**src/rtl/cidq_pkg.sv**
```systemverilog
// Shared types and constants for the counting debouncer with event queue.
package cidq_pkg;

	localparam int unsigned COUNT_W  = 16;
	localparam int unsigned PINS_W   = 16;
	localparam logic [COUNT_W-1:0] COUNT_MAX = 16'hffff;

	// item modes
	localparam logic [1:0] MODE_TICK  = 2'd0;
	localparam logic [1:0] MODE_POP   = 2'd1;
	localparam logic [1:0] MODE_FLUSH = 2'd2;

	// config register indexes
	localparam logic [3:0] REG_SAMPLE_PERIOD   = 4'd0;
	localparam logic [3:0] REG_CLASSIFY_PERIOD = 4'd1;
	localparam logic [3:0] REG_ACTIVE_THRESH   = 4'd2;
	localparam logic [3:0] REG_INPUTS_USED     = 4'd3;

	// message codes, top two bits of a ring entry
	localparam logic [1:0] CODE_UP   = 2'b01;
	localparam logic [1:0] CODE_DOWN = 2'b10;

	typedef struct packed {
		logic [1:0]        mode;
		logic [PINS_W-1:0] pin_levels;
	} item_t;

	typedef struct packed {
		logic              msg_valid;
		logic [3:0]        msg_input;
		logic              msg_rising;
		logic [PINS_W-1:0] input_states;
	} result_t;

	typedef struct packed {
		logic [COUNT_W-1:0] sample_period;
		logic [COUNT_W-1:0] classify_period;
		logic [COUNT_W-1:0] active_threshold;
		logic [4:0]         inputs_used;
	} cfg_t;

	// work request handed from front to back
	typedef struct packed {
		logic [1:0]        mode;
		logic [PINS_W-1:0] pin_levels;
		logic              do_sample;
		logic              do_classify;
	} cmd_t;

	typedef struct packed {
		logic [7:0] wr_ptr;
		logic [7:0] rd_ptr;
	} ring_stat_t;

endpackage

```
**src/rtl/cidq_ram.sv**
```systemverilog
// Generic single-write, single-read RAM with registered read data.
module cidq_ram #(
	parameter int unsigned WIDTH = 8,
	parameter int unsigned DEPTH = 32
) (
	input  logic                     clk,
	input  logic                     we,
	input  logic [$clog2(DEPTH)-1:0] waddr,
	input  logic [WIDTH-1:0]         wdata,
	input  logic                     re,
	input  logic [$clog2(DEPTH)-1:0] raddr,
	output logic [WIDTH-1:0]         rdata
);

	logic [WIDTH-1:0] mem [DEPTH];

	always_ff @(posedge clk) begin
		if (we) begin
			mem[waddr] <= wdata;
		end
		if (re) begin
			rdata <= mem[raddr];
		end
	end

endmodule

```
**src/rtl/cidq_fifo.sv**
```systemverilog
// Small register FIFO used for the request and result queues.
module cidq_fifo #(
	parameter int unsigned WIDTH = 8,
	parameter int unsigned DEPTH = 2
) (
	input  logic             clk,
	input  logic             arst_n,
	input  logic             wr_en,
	input  logic [WIDTH-1:0] wr_data,
	output logic             full,
	input  logic             rd_en,
	output logic [WIDTH-1:0] rd_data,
	output logic             empty
);

	localparam int unsigned PTR_W = (DEPTH > 1) ? $clog2(DEPTH) : 1;
	localparam int unsigned CNT_W = $clog2(DEPTH + 1);

	logic [WIDTH-1:0] data_q [DEPTH];
	logic [PTR_W-1:0] wr_ptr_q;
	logic [PTR_W-1:0] rd_ptr_q;
	logic [CNT_W-1:0] count_q;
	logic             do_wr;
	logic             do_rd;

	assign full    = (count_q == CNT_W'(DEPTH));
	assign empty   = (count_q == '0);
	assign do_wr   = wr_en && !full;
	assign do_rd   = rd_en && !empty;
	assign rd_data = data_q[rd_ptr_q];

	always_ff @(posedge clk or negedge arst_n) begin
		if (!arst_n) begin
			wr_ptr_q <= '0;
			rd_ptr_q <= '0;
			count_q  <= '0;
		end else begin
			if (do_wr) begin
				wr_ptr_q <= (wr_ptr_q == PTR_W'(DEPTH - 1)) ? '0 : wr_ptr_q + PTR_W'(1);
			end
			if (do_rd) begin
				rd_ptr_q <= (rd_ptr_q == PTR_W'(DEPTH - 1)) ? '0 : rd_ptr_q + PTR_W'(1);
			end
			if (do_wr && !do_rd) begin
				count_q <= count_q + CNT_W'(1);
			end else if (do_rd && !do_wr) begin
				count_q <= count_q - CNT_W'(1);
			end
		end
	end

	always_ff @(posedge clk) begin
		if (do_wr) begin
			data_q[wr_ptr_q] <= wr_data;
		end
	end

endmodule

```
**src/rtl/cidq_front.sv**
```systemverilog
// Front end: accepts items, runs the sample and classify timers, emits requests.
module cidq_front (
	input  logic               clk,
	input  logic               arst_n,
	input  logic               push,
	input  cidq_pkg::item_t    item,
	input  cidq_pkg::cfg_t     cfg,
	input  logic               cmd_full,
	output logic               cmd_wr,
	output cidq_pkg::cmd_t     cmd
);

	logic [cidq_pkg::COUNT_W-1:0] smp_tmr_q;
	logic [cidq_pkg::COUNT_W-1:0] cls_tmr_q;
	logic [cidq_pkg::COUNT_W-1:0] smp_nxt;
	logic [cidq_pkg::COUNT_W-1:0] cls_nxt;
	logic [cidq_pkg::COUNT_W-1:0] smp_per;
	logic [cidq_pkg::COUNT_W-1:0] cls_per;
	logic                         is_tick;
	logic                         smp_hit;
	logic                         cls_hit;

	// period of zero behaves as one
	assign smp_per = (cfg.sample_period == '0) ? 16'd1 : cfg.sample_period;
	assign cls_per = (cfg.classify_period == '0) ? 16'd1 : cfg.classify_period;
	assign smp_nxt = smp_tmr_q + 16'd1;
	assign cls_nxt = cls_tmr_q + 16'd1;
	assign smp_hit = (smp_nxt >= smp_per);
	assign cls_hit = (cls_nxt >= cls_per);

	assign cmd_wr  = push && !cmd_full;
	assign is_tick = (item.mode == cidq_pkg::MODE_TICK);

	always_comb begin
		cmd.mode        = item.mode;
		cmd.pin_levels  = item.pin_levels;
		cmd.do_sample   = is_tick && smp_hit;
		cmd.do_classify = is_tick && cls_hit;
	end

	always_ff @(posedge clk or negedge arst_n) begin
		if (!arst_n) begin
			smp_tmr_q <= '0;
			cls_tmr_q <= '0;
		end else if (cmd_wr && is_tick) begin
			smp_tmr_q <= smp_hit ? '0 : smp_nxt;
			cls_tmr_q <= cls_hit ? '0 : cls_nxt;
		end
	end

endmodule

```
**src/rtl/cidq_back.sv**
```systemverilog
// Back end: high counts, qualified levels, message ring and result assembly.
module cidq_back #(
	parameter int unsigned NUM_INPUTS = 16,
	parameter int unsigned RING_DEPTH = 32
) (
	input  logic                 clk,
	input  logic                 arst_n,
	input  cidq_pkg::cfg_t       cfg,
	input  cidq_pkg::cmd_t       cmd,
	input  logic                 cmd_empty,
	output logic                 cmd_rd,
	input  logic                 res_full,
	output logic                 res_wr,
	output cidq_pkg::result_t    res,
	output cidq_pkg::ring_stat_t stat
);

	localparam int unsigned IDX_W = (NUM_INPUTS > 1) ? $clog2(NUM_INPUTS) : 1;
	localparam int unsigned CNT_W = $clog2(NUM_INPUTS + 1);
	localparam int unsigned PTR_W = $clog2(RING_DEPTH);

	typedef enum logic [1:0] {
		ST_IDLE,
		ST_CLASSIFY,
		ST_POP_RD,
		ST_DONE
	} state_t;

	state_t                       state_q;
	logic [cidq_pkg::COUNT_W-1:0] counts_q [NUM_INPUTS];
	logic [NUM_INPUTS-1:0]        qual_q;
	logic [PTR_W-1:0]             wp_q;
	logic [PTR_W-1:0]             rp_q;
	logic [IDX_W-1:0]             cls_i_q;
	logic                         msg_valid_q;
	logic [3:0]                   msg_input_q;
	logic                         msg_rising_q;

	logic [CNT_W-1:0]             n_used;
	logic [63:0]                  lv;
	logic                         smp_en;
	logic                         cls_run;
	logic                         act;
	logic                         chg;
	logic                         last;
	logic [PTR_W-1:0]             wp_nxt;
	logic [PTR_W-1:0]             rp_nxt;
	logic                         ring_ne;
	logic                         ram_we;
	logic                         ram_re;
	logic [7:0]                   ram_wdata;
	logic [7:0]                   ram_rdata;
	logic [cidq_pkg::PINS_W-1:0]  states;

	assign n_used = ({27'd0, cfg.inputs_used} > NUM_INPUTS) ? CNT_W'(NUM_INPUTS)
		: CNT_W'(cfg.inputs_used);
	assign lv      = 64'(cmd.pin_levels);
	assign cmd_rd  = (state_q == ST_IDLE) && !cmd_empty;
	assign smp_en  = cmd_rd && (cmd.mode == cidq_pkg::MODE_TICK) && cmd.do_sample;
	assign cls_run = (state_q == ST_CLASSIFY);
	assign act     = (counts_q[cls_i_q] >= cfg.active_threshold);
	assign chg     = (act != qual_q[cls_i_q]);
	assign last    = ((CNT_W'(cls_i_q) + CNT_W'(1)) == n_used);
	assign wp_nxt  = (wp_q == PTR_W'(RING_DEPTH - 1)) ? '0 : wp_q + PTR_W'(1);
	assign rp_nxt  = (rp_q == PTR_W'(RING_DEPTH - 1)) ? '0 : rp_q + PTR_W'(1);
	assign ring_ne = (wp_q != rp_q);

	assign ram_we    = cls_run && chg;
	assign ram_wdata = {act ? cidq_pkg::CODE_UP : cidq_pkg::CODE_DOWN, 6'(cls_i_q)};
	assign ram_re    = cmd_rd && (cmd.mode == cidq_pkg::MODE_POP) && ring_ne;

	cidq_ram #(
		.WIDTH(8),
		.DEPTH(RING_DEPTH)
	) u_ring (
		.clk  (clk),
		.we   (ram_we),
		.waddr(wp_q),
		.wdata(ram_wdata),
		.re   (ram_re),
		.raddr(rp_q),
		.rdata(ram_rdata)
	);

	// reported levels: inputs past the number in use read 0
	for (genvar g = 0; g < cidq_pkg::PINS_W; g++) begin : g_states
		if (g < NUM_INPUTS) begin : g_used
			assign states[g] = qual_q[g] && (CNT_W'(g) < n_used);
		end else begin : g_unused
			assign states[g] = 1'b0;
		end
	end

	assign res_wr = (state_q == ST_DONE) && !res_full;
	always_comb begin
		res.msg_valid    = msg_valid_q;
		res.msg_input    = msg_input_q;
		res.msg_rising   = msg_rising_q;
		res.input_states = states;
	end

	assign stat.wr_ptr = 8'(wp_q);
	assign stat.rd_ptr = 8'(rp_q);

	always_ff @(posedge clk or negedge arst_n) begin
		if (!arst_n) begin
			state_q      <= ST_IDLE;
			qual_q       <= '1;
			wp_q         <= '0;
			rp_q         <= '0;
			cls_i_q      <= '0;
			msg_valid_q  <= 1'b0;
			msg_input_q  <= '0;
			msg_rising_q <= 1'b0;
			for (int l = 0; l < NUM_INPUTS; l++) begin
				counts_q[l] <= '0;
			end
		end else begin
			// sampling happens on request pickup, clearing during the classify walk
			for (int l = 0; l < NUM_INPUTS; l++) begin
				if (smp_en && (CNT_W'(l) < n_used) && lv[l]
						&& (counts_q[l] != cidq_pkg::COUNT_MAX)) begin
					counts_q[l] <= counts_q[l] + 16'd1;
				end else if (cls_run && (cls_i_q == IDX_W'(l))) begin
					counts_q[l] <= '0;
				end
			end

			case (state_q)
				ST_IDLE: begin
					if (cmd_rd) begin
						msg_valid_q  <= 1'b0;
						msg_input_q  <= '0;
						msg_rising_q <= 1'b0;
						cls_i_q      <= '0;
						case (cmd.mode)
							cidq_pkg::MODE_TICK: begin
								if (cmd.do_classify && (n_used != '0)) begin
									state_q <= ST_CLASSIFY;
								end else begin
									state_q <= ST_DONE;
								end
							end
							cidq_pkg::MODE_POP: begin
								if (ring_ne) begin
									rp_q    <= rp_nxt;
									state_q <= ST_POP_RD;
								end else begin
									state_q <= ST_DONE;
								end
							end
							cidq_pkg::MODE_FLUSH: begin
								wp_q    <= '0;
								rp_q    <= '0;
								state_q <= ST_DONE;
							end
							default: begin
								state_q <= ST_DONE;
							end
						endcase
					end
				end
				ST_CLASSIFY: begin
					if (chg) begin
						qual_q[cls_i_q] <= act;
						wp_q            <= wp_nxt;
						// ring full: drop the oldest message
						if (wp_nxt == rp_q) begin
							rp_q <= rp_nxt;
						end
					end
					if (last) begin
						state_q <= ST_DONE;
					end else begin
						cls_i_q <= cls_i_q + IDX_W'(1);
					end
				end
				ST_POP_RD: begin
					msg_valid_q  <= 1'b1;
					msg_input_q  <= ram_rdata[3:0];
					msg_rising_q <= (ram_rdata[7:6] == cidq_pkg::CODE_UP);
					state_q      <= ST_DONE;
				end
				ST_DONE: begin
					if (!res_full) begin
						state_q <= ST_IDLE;
					end
				end
				default: begin
					state_q <= ST_IDLE;
				end
			endcase
		end
	end

endmodule

```
**src/rtl/counting_input_debouncer_event_queue.sv**
```systemverilog
// A tick without classification, a flush or an empty pop goes straight to the done state,
// a pop with a message reads the ring first, a classifying tick walks the n inputs in use
// (one input per cycle) before the done state.
// Throughput: one request at a time in the back end; the classify walk sets the worst case.
// Reset: counts zero, qualified levels all ones, ring pointers and timers zero,
// registers at their defaults; ring contents are not cleared.
module counting_input_debouncer_event_queue #(
	parameter int unsigned NUM_INPUTS = 16,
	parameter int unsigned RING_DEPTH = 32
) (
	input  logic              clk,
	input  logic              arst_n,
	input  logic              push,
	output logic              full,
	input  cidq_pkg::item_t   item,
	output logic              empty,
	input  logic              pop,
	output cidq_pkg::result_t result,
	input  logic              cfg_valid,
	output logic              cfg_ready,
	input  logic [3:0]        cfg_index,
	input  logic [15:0]       cfg_data
);

	localparam int unsigned CMD_W = $bits(cidq_pkg::cmd_t);
	localparam int unsigned RES_W = $bits(cidq_pkg::result_t);

	cidq_pkg::cfg_t       cfg_q;
	cidq_pkg::cmd_t       cmd_in;
	cidq_pkg::cmd_t       cmd_out;
	cidq_pkg::result_t    res_in;
	cidq_pkg::ring_stat_t ring_stat;
	logic [CMD_W-1:0]     cmd_rd_data;
	logic [RES_W-1:0]     res_rd_data;
	logic                 cmd_wr;
	logic                 cmd_rd;
	logic                 cmd_empty;
	logic                 res_wr;
	logic                 res_full;

	assign cfg_ready = 1'b1;

	always_ff @(posedge clk or negedge arst_n) begin
		if (!arst_n) begin
			cfg_q.sample_period    <= 16'd1;
			cfg_q.classify_period  <= 16'd100;
			cfg_q.active_threshold <= 16'd50;
			cfg_q.inputs_used      <= 5'd16;
		end else if (cfg_valid) begin
			case (cfg_index)
				cidq_pkg::REG_SAMPLE_PERIOD:   cfg_q.sample_period    <= cfg_data;
				cidq_pkg::REG_CLASSIFY_PERIOD: cfg_q.classify_period  <= cfg_data;
				cidq_pkg::REG_ACTIVE_THRESH:   cfg_q.active_threshold <= cfg_data;
				cidq_pkg::REG_INPUTS_USED:     cfg_q.inputs_used      <= cfg_data[4:0];
				default: begin
				end
			endcase
		end
	end

	cidq_front u_front (
		.clk     (clk),
		.arst_n  (arst_n),
		.push    (push),
		.item    (item),
		.cfg     (cfg_q),
		.cmd_full(full),
		.cmd_wr  (cmd_wr),
		.cmd     (cmd_in)
	);

	cidq_fifo #(
		.WIDTH(CMD_W),
		.DEPTH(2)
	) u_cmd_q (
		.clk    (clk),
		.arst_n (arst_n),
		.wr_en  (cmd_wr),
		.wr_data(cmd_in),
		.full   (full),
		.rd_en  (cmd_rd),
		.rd_data(cmd_rd_data),
		.empty  (cmd_empty)
	);

	assign cmd_out = cidq_pkg::cmd_t'(cmd_rd_data);

	cidq_back #(
		.NUM_INPUTS(NUM_INPUTS),
		.RING_DEPTH(RING_DEPTH)
	) u_back (
		.clk      (clk),
		.arst_n   (arst_n),
		.cfg      (cfg_q),
		.cmd      (cmd_out),
		.cmd_empty(cmd_empty),
		.cmd_rd   (cmd_rd),
		.res_full (res_full),
		.res_wr   (res_wr),
		.res      (res_in),
		.stat     (ring_stat)
	);

	cidq_fifo #(
		.WIDTH(RES_W),
		.DEPTH(2)
	) u_res_q (
		.clk    (clk),
		.arst_n (arst_n),
		.wr_en  (res_wr),
		.wr_data(res_in),
		.full   (res_full),
		.rd_en  (pop),
		.rd_data(res_rd_data),
		.empty  (empty)
	);

	assign result = cidq_pkg::result_t'(res_rd_data);

	// ring pointers wrap at the ring depth, which need not be a power of two
	a_ptr_range: assert property (@(posedge clk) disable iff (!arst_n)
		(ring_stat.wr_ptr < RING_DEPTH) && (ring_stat.rd_ptr < RING_DEPTH))
		else $error("ring pointer out of range");

	a_res_space: assert property (@(posedge clk) disable iff (!arst_n)
		res_wr |-> !res_full)
		else $error("result written into full result queue");

	a_cmd_avail: assert property (@(posedge clk) disable iff (!arst_n)
		cmd_rd |-> !cmd_empty)
		else $error("request taken from empty queue");

	// a flush leaves the ring empty once it is done
	a_flush_empty: assert property (@(posedge clk) disable iff (!arst_n)
		(cmd_rd && (cmd_out.mode == cidq_pkg::MODE_FLUSH)) |=>
		(ring_stat.wr_ptr == 8'd0) && (ring_stat.rd_ptr == 8'd0))
		else $error("ring not empty after flush");

endmodule

```
**config.mk**
```make
export PLATFORM = sky130hd
export DESIGN_NAME = counting_input_debouncer_event_queue
export DESIGN_NICKNAME = d
export VERILOG_FILES = /design/src/rtl/cidq_pkg.sv /design/src/rtl/cidq_ram.sv /design/src/rtl/cidq_fifo.sv /design/src/rtl/cidq_front.sv /design/src/rtl/cidq_back.sv /design/src/rtl/counting_input_debouncer_event_queue.sv
export SDC_FILE = /design/constraint.sdc
export NUM_CORES = 1
export LEC_CHECK = 0
export BUFFER_PORTS_ARGS = -buffer_cell sky130_fd_sc_hd__buf_2
export CAP_MARGIN = 20
export CELL_PAD_IN_SITES_DETAIL_PLACEMENT = 1
export CELL_PAD_IN_SITES_GLOBAL_PLACEMENT = 1
export CORE_MARGIN = 2
export CORE_UTILIZATION = 55
export CTS_CLUSTER_SIZE = 28
export DETAILED_ROUTE_END_ITERATION = 8
export PLACE_DENSITY = 0.86
export SYNTH_ARGS = -nofsm -noshare
export SYNTH_HDL_FRONTEND = slang
export SYNTH_SLANG_ARGS = --single-unit
```
**constraint.sdc**
```tcl
create_clock -name clk -period 10.15 [get_ports clk]
set_input_delay 2.03 -clock clk [delete_from_list [all_inputs] [get_ports clk]]
set_output_delay 2.03 -clock clk [all_outputs]
set_load 0.02 [all_outputs]
```
### Word-level counts from Yosys, hierarchy flattened

Memory sizes are Yosys's and may differ from the RTL's. A register that Yosys moved wholly into a read port is not among the register bits.
Cells that the tools add are included.

| word-level totals | value |
|---|---|
| memories kept | 3 |
| logic and storage cells | 385 |
| flip-flop bits (word level) | 387 |
| bits of input ports | 43 |
| output and inout port bits | 25 |
| bits in writable memories | 276 |
| bits in latches | 0 |
| bits in read-only memories | 0 |

| operators by class | value |
|---|---|
| shift-type cells | 0 |
| $mul | 0 |
| $lt $le $gt $ge | 23 |
| div/mod/pow operators | 0 |
| mux-type cells | 86 |
| $add $sub $neg | 30 |
| eq/ne operators | 57 |
| reductions and logical operators | 149 |
| bitwise gates (word level) | 1 |

Memories:

| memory | depth | width | rd ports | clocked after memory_dff | wr ports | line | source |
|---|---|---|---|---|---|---|---|
| u_back.u_ring.mem | 32 | 6 | 1 | 1 | 1 | cidq_ram.sv:15 | `logic [WIDTH-1:0] mem [DEPTH];` |
| u_res_q.data_q | 2 | 22 | 1 | 0 | 1 | cidq_fifo.sv:19 | `logic [WIDTH-1:0] data_q [DEPTH];` |
| u_cmd_q.data_q | 2 | 20 | 1 | 0 | 1 | cidq_fifo.sv:19 |  |

Operators by type and width:

| cell | number |
|---|---|
| 16-bit two-way mux | 38 |
| 16-bit by 1-bit adder with 16-bit output (second input constant) | 18 |
| 16-bit != test (second input constant) | 16 |
| 1-bit logical AND | 101 |
| 16-bit binary-select mux with 4-bit select | 1 |
| 5-bit two-way mux | 10 |
| 16-bit greater-or-equal comparator | 3 |
| 4-bit by 5-bit less-than comparator with 1-bit output (first input constant) | 8 |
| 2-bit nonzero test | 20 |
| 4-bit equality test (second input constant) | 8 |
| 16-bit logical NOT | 2 |
| 5-bit case mux with 2 select lines | 3 |
| 3-bit by 5-bit less-than comparator with 1-bit output (first input constant) | 4 |
| 2-bit two-way mux | 9 |
| 16-bit bitwise mux | 1 |
| 4-bit by 2-bit equality test with 1-bit output (second input constant) | 4 |
| 4-bit by 3-bit equality test with 1-bit output (second input constant) | 4 |
| 4-bit case mux with 2 select lines | 2 |
| 1-bit two-way mux | 14 |
| 2-bit != test (second input constant) | 6 |
| 2-bit AND reduction | 6 |
| 5-bit by 1-bit adder with 5-bit output (second input constant) | 2 |
| 2-bit equality test (second input constant) | 5 |
| 5-bit equality test | 2 |
| other kinds (33) | 59 |

### Depth between registers and ports, before layout

Gate-level depths: netlist of the first run.

| logic depth | value |
|---|---|
| depth after elaboration | 9 |
| depth in mapped cells | 16 |
| mapped depth without buffers | 14 |

### By module

Synthesis of the first run repeated with hierarchy kept, for this count alone.

| second synthesis, totals | value |
|---|---|
| cell total of the unflattened synthesis | 3,164 |
| area total of the unflattened synthesis | 37,717.4 µm² |

By module, submodules not included:

| module | times used | area each (µm²) | cells each |
|---|---|---|---|
| cidq_back | 1 | 19,094.6 | 2,113 |
| cidq_ram | 1 | 10,133.5 | 417 |
| cidq_front | 1 | 2,921.6 | 348 |
| counting_input_debouncer_event_queue | 1 | 2,142.1 | 118 |
| cidq_fifo (u_res_q) | 1 | 1,788.0 | 87 |
| cidq_fifo (u_cmd_q) | 1 | 1,637.8 | 81 |

### Worst setup path before layout of the first run

Ideal clock, no wire load.

| path | value |
|---|---|
| path type | reg2reg |
| from | reg u_back.cls_i_q[0] |
| to | mem u_back.u_ring.mem[0][4] (netlist bit) (data pin) |
| stages on the path, launching flop included | 14 |
| setup slack | 4.591 ns |
| setup time | 0.391 ns |
| required time | 9.759 ns |
| arrival time | 5.168 ns |
| path buffers | 5 |
| cell sequence | dfrtp_1 -> buf_2 -> buf_2 -> buf_1 -> mux4_2 -> mux4_2 -> ha_1 -> a21oi_1 -> nand2_1 -> a221oi_1 -> o211a_1 -> clkbuf_1 -> clkbuf_1 -> inv_1 |

| between the ends | value |
|---|---|
| cells in the longest elaborated chain, start to end | 6 |

Ends and longest elaborated chain:

| element | line | source |
|---|---|---|
| from (decl) | cidq_back.sv:34 | `logic [IDX_W-1:0] cls_i_q;` |
| from (signal assigned) | cidq_back.sv:175 | `cls_i_q <= cls_i_q + IDX_W'(1);` |
| 4-bit inverter with 5-bit output (not written as such) | cidq_back.sv:61 | `assign act = (counts_q[cls_i_q] >= cfg.active_threshold);` |
| 16-bit binary-select mux with 4-bit select | cidq_back.sv:61 |  |
| 16-bit two-way mux (not written as such) (2 in a row) | cidq_back.sv:61 |  |
| 16-bit greater-or-equal comparator | cidq_back.sv:61 |  |
| named net u_back.act | cidq_back.sv:43 | `logic act;` |
| 2-bit two-way mux | cidq_back.sv:69 | `assign ram_wdata = {act ? cidq_pkg::CODE_UP : cidq_pkg::CODE_DOWN, 6'(cls_i_q)};` |
| to (decl) | cidq_ram.sv:15 |  |

The timed path passes the listed nets, and every way through them passes these cells. The select of a mux whose other input is x is not followed.

### Worst setup path in the final report of the first run

| path | value |
|---|---|
| from | reg u_back.cls_i_q[0] |
| to | mem u_back.u_ring.mem[8][4] (netlist bit), enable pin |

| between the ends | value |
|---|---|
| cells in the longest elaborated chain, start to end | 9 |
| elaborated cells on any way between the ends | 11 |

Ends and longest elaborated chain:

| element | line | source |
|---|---|---|
| 4-bit inverter with 5-bit output (not written as such) | cidq_back.sv:61 |  |
| 16-bit binary-select mux with 4-bit select | cidq_back.sv:61 |  |
| 16-bit two-way mux (not written as such) (2 in a row) | cidq_back.sv:61 |  |
| 16-bit greater-or-equal comparator | cidq_back.sv:61 |  |
| 1-bit != test * | cidq_back.sv:62 | `assign chg = (act != qual_q[cls_i_q]);` |
| 1-bit logical AND * | cidq_back.sv:68 | `assign ram_we = cls_run && chg;` |
| 1-bit two-way mux * | cidq_ram.sv:18 | `if (we) begin` |
| 1-bit two-way mux (not written as such) * | cidq_ram.sv:19 | `mem[waddr] <= wdata;` |

Every way passes the cells marked *; elsewhere a longest branch is shown, timed or not. The select of a mux whose other input is x is not followed.

==> results.toml, run 1 <==
[setup_path]
crit_start = "u_back.cls_i_q[0]$_DFFE_PN0P_"
cp_num_buf_inv = 1
crit_chain = "buf_4 -> mux4_2 -> mux4_2 -> ha_1 -> a21oi_1 -> nand2_1 -> a221oi_1 -> o211a_1 -> xor2_2 -> nand3_1 -> nor2_1"
critPathKind = "flip-flop to flip-flop"
crit_family = "simple AND/OR/NAND/NOR gates"
cpMostUsedCell = "mux4_2"
ff2ff_setup_slack_ns = 3.63
crit_slowest_cell = "buf_4"
arrival_ns = 6.78
worst_setup_path_end_kind = "flip-flop"
worstReg2RegStart = "u_back.cls_i_q[0]$_DFFE_PN0P_"
cp_max_fo = 47
worstPathRequired_ns = 10.40
cp-start-kind = "flip-flop"
max_stage_delay_ns = 0.77

[detailed_routing]
viasPerCell = 7.10
firstDrtPassIters = 6
drcViolationCount = 0
wl_per_cell_um = 30.5
ant_nets = 0
drt_iter0_markers = 3726
routed_wl_um = 123000
vias = 28575

[power_and_ir_drop]
clockPowerShare_pct = 33.2
p_switching_uw = 3030
netSwitchingFraction_pct = 34.4
p_comb_share_pct = 26.1
ir_worst_vdd_mv = 0.203
power.density_mw_per_mm2 = 230
cellLeakagePower_uw = 0.0152
internal-power_uw = 5780
pwr-share-seq_pct = 40.7

[cells_and_area]
area_delta_synth_final_pct = 10.8
drive_gt1_share_pct = 15.2
n_fill_cell = 6411
nNetsFinal = 3253

[timing]
clock_skew_ns = 0.0436
relSlewSlack_pct = 26.2
worst_pin_slew_ns = 1.11
setup_slack_ns = 3.63
rsz0062_at_grt = "false"
fin_crit_ns = 6.52
finalHoldViolCount = 0
post-route-period-util_pct = 64.3
setup_viol = 0
maxSlewViolCount = 0
fin_tns_setup_ns = 0
fmax_mhz = 153

[clocking]
cts_root_buf = "clkbuf_16"
clock_sinks = 669
cts_hold_buf = 0
cts_tree = "done"
cts.path.max_buffers = 3
htreeDepth = 3
cts_buffers = 73
cts.clk_slew.worst_paths_ns = 0.07
ctsResizeCount = 0
cts_setup_buffers = 0
clk-insertion-delay-late_ns = 0.65

[yosys]
synth_nets = 3234
synth.most_common_cell = "o21ai_0"
synth.area.top_cells = "dfrtp_1 26%, edfxtp_1 24%, mux4_2 9.4%, o21ai_0 6.4%, ha_1 3.1%"
synth-seq-area-share_pct = 52.5
ys.flop_type = "dfrtp_1"
synth_top_area_cell = "dfrtp_1"
ys_top_cells_by_count = "442 x o21ai_0, 363 x dfrtp_1, 282 x edfxtp_1, 255 x nor2_1, 232 x nand2_1"
synthArstFlopShare_pct = 57.8
synthCells = 3104
ys_seq_elements = 669
postSynthAreaPerCell_um2 = 11.2
syn-cell-area_mm2 = 0.0346
synth_cell_types = 77
synth_edf_count = 282
synth_warnings = 0
netlist.area_leader.share_pct = 26.2

[global_routing]
grt_pass1_vias = 29713
grt_max_degree = 176
track_usage_pct = 37.7
grt_pass1_wl_um = 183000
overflow = 0
antenna_found_initial = 11

[floorplanning]
io_pins = 68
die_x_um = 255
row_count = 91
core_area_mm2 = 0.0619
dieArea_mm2 = 0.0650
die_h_um = 255
initial_core_util_pct = 55.9

[place]
port_buffers = 66
dp_hpwl_um = 79900
detailedPlace.worstSlack_ns = 3.88
place_congestion = 0.979

[worst_hold_path]
hp-class = "flip-flop to flip-flop"
hold_path.startpoint = "u_back.counts_q[58]$_DFFE_PN0P_"

[job]
cap_violations = 0

[status]
status = "finished, final reports clean"
[final timing paths]
kind | depth (start not counted) | to
min in group asynchronous | 1 | u_front.smp_tmr_q[4]$_DFFE_PN0P_
max reg2reg | 11 | u_back.u_ring.mem[8][4]$_DFFE_PP_
max | 11 | u_back.u_ring.mem[8][4]$_DFFE_PP_
min | 1 | u_back.counts_q[58]$_DFFE_PN0P_
min reg2reg | 1 | u_back.counts_q[58]$_DFFE_PN0P_
max in group asynchronous | 2 | u_back.rp_q[0]$_DFFE_PN0P_
[per-layer routing]
layer | GRT usage (%) | up-vias | share of wire (%)
met3 | 8.42 | 525 | 10
met2 | 59.7 | 1905 | 47
li1 | - | 11675 | -
met4 | 22.9 | 6 | 6.8
met5 | 0.150 | - | 0.032
met1 | 47.6 | 14464 | 36
[area by class of cell]
class / count / area [µm²] / share of cell area, %
timing repair buffer: 96 / 636 / 1.66
multi-input combinational: 2182 / 15500 / 40.4
antenna: 4 / 10.0 / 0.0261
tap: 837 / 1050 / 2.73
sequential: 669 / 18200 / 47.4
clock inverter: 37 / 479 / 1.25
inverter: 101 / 379 / 0.988
clock buffer: 99 / 2110 / 5.50
[stage by stage]
| step | hold slack [ns] | total power, µW | utilization (%) | area, µm² | instances |
|---|---|---|---|---|---|
| 2_1_floorplan | 0.449 | 4960 | - | 34600 | 3104 |
| 3_3_place_gp | 0.482 | 5590 | 57.6 | 35700 | 3879 |
| 3_5_place_dp | 0.487 | 5750 | 57.6 | 35700 | 3879 |
| 4_1_cts | 0.505 | 8710 | 61.7 | 38200 | 4015 |
| 5_1_grt | 0.519 | 9060 | 61.9 | 38400 | 4024 |
| 6_report | 0.509 | 8810 | 61.9 | 38400 | 4025 |
[logic make-up after synthesis]
kind of cell,Yosys count,share of synthesized area [%]
compound gates,765,13.2
xor+xnor,60,1.54
fa+ha+maj,87,3.14
buf+inv,253,2.79
flops,669,52.5
mux,229,12.0
other cells,1,0.0108
simple gates,1040,14.7
[registers in the layout, summed over array words and instances, names as in the netlist, 4 cells and up]
name,flops
u_cmd_q.data_q,40
cfg_q,53
u_back.u_ring.rdata,6
u_back.u_ring.mem,192
u_front.smp_tmr_q,16
u_front.cls_tmr_q,16
u_back.rp_q,5
u_back.counts_q,256
u_back.msg_input_q,4
u_back.wp_q,5
u_back.qual_q,16
u_back.cls_i_q,4
u_res_q.data_q,44
[power by group through the flow]
stage,Sequential [µW],Clock [µW],Combinational (µW)
2_1_floorplan,3360,0,1590
3_3_place_gp,3630,0,1960
3_5_place_dp,3670,0,2080
4_1_cts,3640,2920,2160
5_1_grt,3600,3020,2440
6_report,3590,2920,2300
[cells in the final DEF (no fill, tap or decap), types with 24 or more instances in the layout]
cell type and n:
edfxtp_1 282, o31ai_1 77, nor2b_1 50, ha_1 87
a21oi_1 61, nand3_1 165, a31oi_1 38, mux4_2 144
and2_1 33, nor2_1 253, dfrtp_1 358, nand2_1 232
dfstp_2 24, and3_1 98, xor2_1 27, nand2b_1 57
nor3_1 46, mux2_2 61, o21ai_0 442, buf_2 65
nand4_1 29, clkbuf_16 77, o41ai_1 28, xnor2_1 32
inv_1 98, buf_4 24
No activity file was read; power rests on OpenSTA's default activity.
==> run 2, diff against run 1 <==
Settings changed: CORE_UTILIZATION 55 to 52, PLACE_DENSITY 0.86 to 0.82.
Clock period 10.15 ns to 6.8 ns, I/O delays scaled along.
==> run 2 against run 1 <==
  * First-iteration DRC count decreased by 16%
  * Global-route usage is 4.2 points lower
  * Sequential power increased by 49%
  * Utilization shrank 3.7 points
  * Combinational power grew 45%
  * Clock skew fell by 0.0078 ns
  * Cell area is essentially flat
  * Clock power rose by 43%
  * Final cell count grew 0.55%
  * Non-clock buffer count rose by 2
==> results.toml, run 2 (synthesis gave the netlist of run 1 again) <==
[detailed_routing]
dr_wl_met3_um = 9590
wirelength_met1_um = 44900
drt_iter0_markers = 3113
ant_nets = 0
drcViolationCount = 0
dr.max_layer_used = "met5"
vias = 27411
route.met2.wl_um = 53800
routed_wl_um = 113000
wl_per_cell_um = 28.0
firstDrtPassIters = 6
viasPerCell = 6.77

[floorplanning]
io_pins = 68
die_h_um = 262
row_count = 94
dieArea_mm2 = 0.0687
initial_core_util_pct = 52.6
core_area_mm2 = 0.0659
die_x_um = 262

[place]
port_buffers = 66
place_congestion = 0.976
detailedPlace.worstSlack_ns = 1.32
dp_hpwl_um = 78900
place_area_mm2 = 0.0357
dp.cells = 3907

[timing]
worst_pin_slew_ns = 1.13
post-route-period-util_pct = 81.1
finalHoldViolCount = 0
maxSlewViolCount = 0
relSlewSlack_pct = 23.8
fin_tns_setup_ns = 0
setup_slack_ns = 1.29
fin_crit_ns = 5.51
clock_skew_ns = 0.0359
setup_viol = 0
fmax_mhz = 181
rsz0062_at_grt = "false"

[cells_and_area]
drive_gt1_share_pct = 14.9
top_regs = "u_back.counts_q: 256 flops, u_back.u_ring.mem: 192 flops, cfg_q: 53 flops"
final_cell_mix = "442 x o21ai_0, 358 x dfrtp_1, 282 x edfxtp_1"
nNetsFinal = 3256
final_util_pct = 58.2
largest_reg_flops = 256
largest-register = "u_back.counts_q"
layout_commonest_cell = "o21ai_0"
n_fill_cell = 6829
area_delta_synth_final_pct = 10.7
fin_area_mm2 = 0.0383
stdcell_count = 4047

[worst_hold_path]
min_to = "cfg_q[18]$_DFFE_PN0P_"
worstHoldPathCells = 1
hold_path.startpoint = "cfg_q[18]$_DFFE_PN0P_"
hp-class = "flip-flop to flip-flop"

[global_routing]
grt_pass1_vias = 28690
grt_max_degree = 162
antenna_found_initial = 8
overflow = 0
grt_pass1_wl_um = 174000
track_usage_pct = 33.4

[setup_path]
ff2ff_setup_slack_ns = 1.29
arrival_ns = 5.79
cp_max_fo = 37
worst_setup_path_end_kind = "flip-flop"
worstPathRequired_ns = 7.08
worstRegToRegCells = 12
critPathKind = "flip-flop to flip-flop"
crit_start = "u_back.cls_i_q[0]$_DFFE_PN0P_"
worstReg2RegStart = "u_back.cls_i_q[0]$_DFFE_PN0P_"
r2r-end = "u_back.u_ring.mem[21][2]$_DFFE_PP_"
cp-start-kind = "flip-flop"

[power_and_ir_drop]
ir_worst_vdd_mv = 0.335
power.density_mw_per_mm2 = 336
cellLeakagePower_uw = 0.0151

[clocking]
htreeDepth = 3
ctsResizeCount = 0
clock_sinks = 669
cts_hold_buf = 0
cts.path.max_buffers = 3
cts.clk_slew.worst_paths_ns = 0.06
cts_root_buf = "clkbuf_16"
clk-insertion-delay-late_ns = 0.65
cts_setup_buffers = 0
cts_buffers = 74
cts_tree = "done"

[status]
status = "finished, final reports clean"

[job]
cap_violations = 0
==> run 2: changes by cell type in the layout (fill, tap and decap cells not counted), sizes merged <==
cell,previous run,this run
buf,95,98
diode,4,1
inv,103,105
clkinvlp,5,4
clkbuf,100,94
==> run 2: critical path, stage by stage, from the launching register on <==
cell and delay, ns:
dfrtp_4 0.88, buf_12 0.32, mux4_2 0.53, mux4_2 0.47, ha_1 0.33, a21oi_1 0.16
nand2_1 0.08, a221oi_1 0.37, o211a_1 0.39, xor2_2 0.16, buf_4 0.19, nand3_1 0.49
nor2_1 0.73
==> run 2: worst max path at each step <==
| stage | to | slack [ns] |
|---|---|---|
| after floorplan | u_back.u_ring.mem[0][4]$_DFFE_PP_ | 1.24 |
| after global placement | u_back.u_ring.mem[29][0]$_DFFE_PP_ | 1.60 |
| after detailed placement | u_back.u_ring.mem[21][2]$_DFFE_PP_ | 1.32 |
| after CTS | u_back.u_ring.mem[21][2]$_DFFE_PP_ | 1.26 |
| after global routing | u_back.u_ring.mem[21][2]$_DFFE_PP_ | 0.90 |
| final | u_back.u_ring.mem[21][2]$_DFFE_PP_ | 1.29 |
==> run 2: through the flow <==
stage | hold slack, ns | power, µW
2_1_floorplan | 0.449 | 7390
6_report | 0.514 | 12900
5_1_grt | 0.525 | 13400
3_5_place_dp | 0.495 | 8580
4_1_cts | 0.512 | 12800
3_3_place_gp | 0.487 | 8360
==> run 2: area by class of cell <==
| class | count | area (µm²) | share of cell area [%] |
|---|---|---|---|
| clock inverter | 38 | 510 | 1.33 |
| tap | 864 | 1080 | 2.82 |
| antenna | 1 | 2.50 | 0.00653 |
| multi-input combinational | 2182 | 15500 | 40.4 |
| sequential | 669 | 18200 | 47.5 |
| timing repair buffer | 98 | 694 | 1.81 |
| clock buffer | 94 | 1990 | 5.18 |
| inverter | 101 | 379 | 0.989 |
==> run 2: where the power goes <==
part | internal [µW] | switching [µW]
combinational | 1350 | 1990
clock | 2440 | 1750
sequential | 4740 | 612
==> run 2: metal layers <==
| metal | vias up | GRT usage [%] |
|---|---|---|
| met3 | 304 | 7.62 |
| met1 | 14133 | 43.9 |
| li1 | 11670 | - |
| met2 | 1298 | 53.9 |
| met5 | - | 0 |
| met4 | 6 | 14.1 |
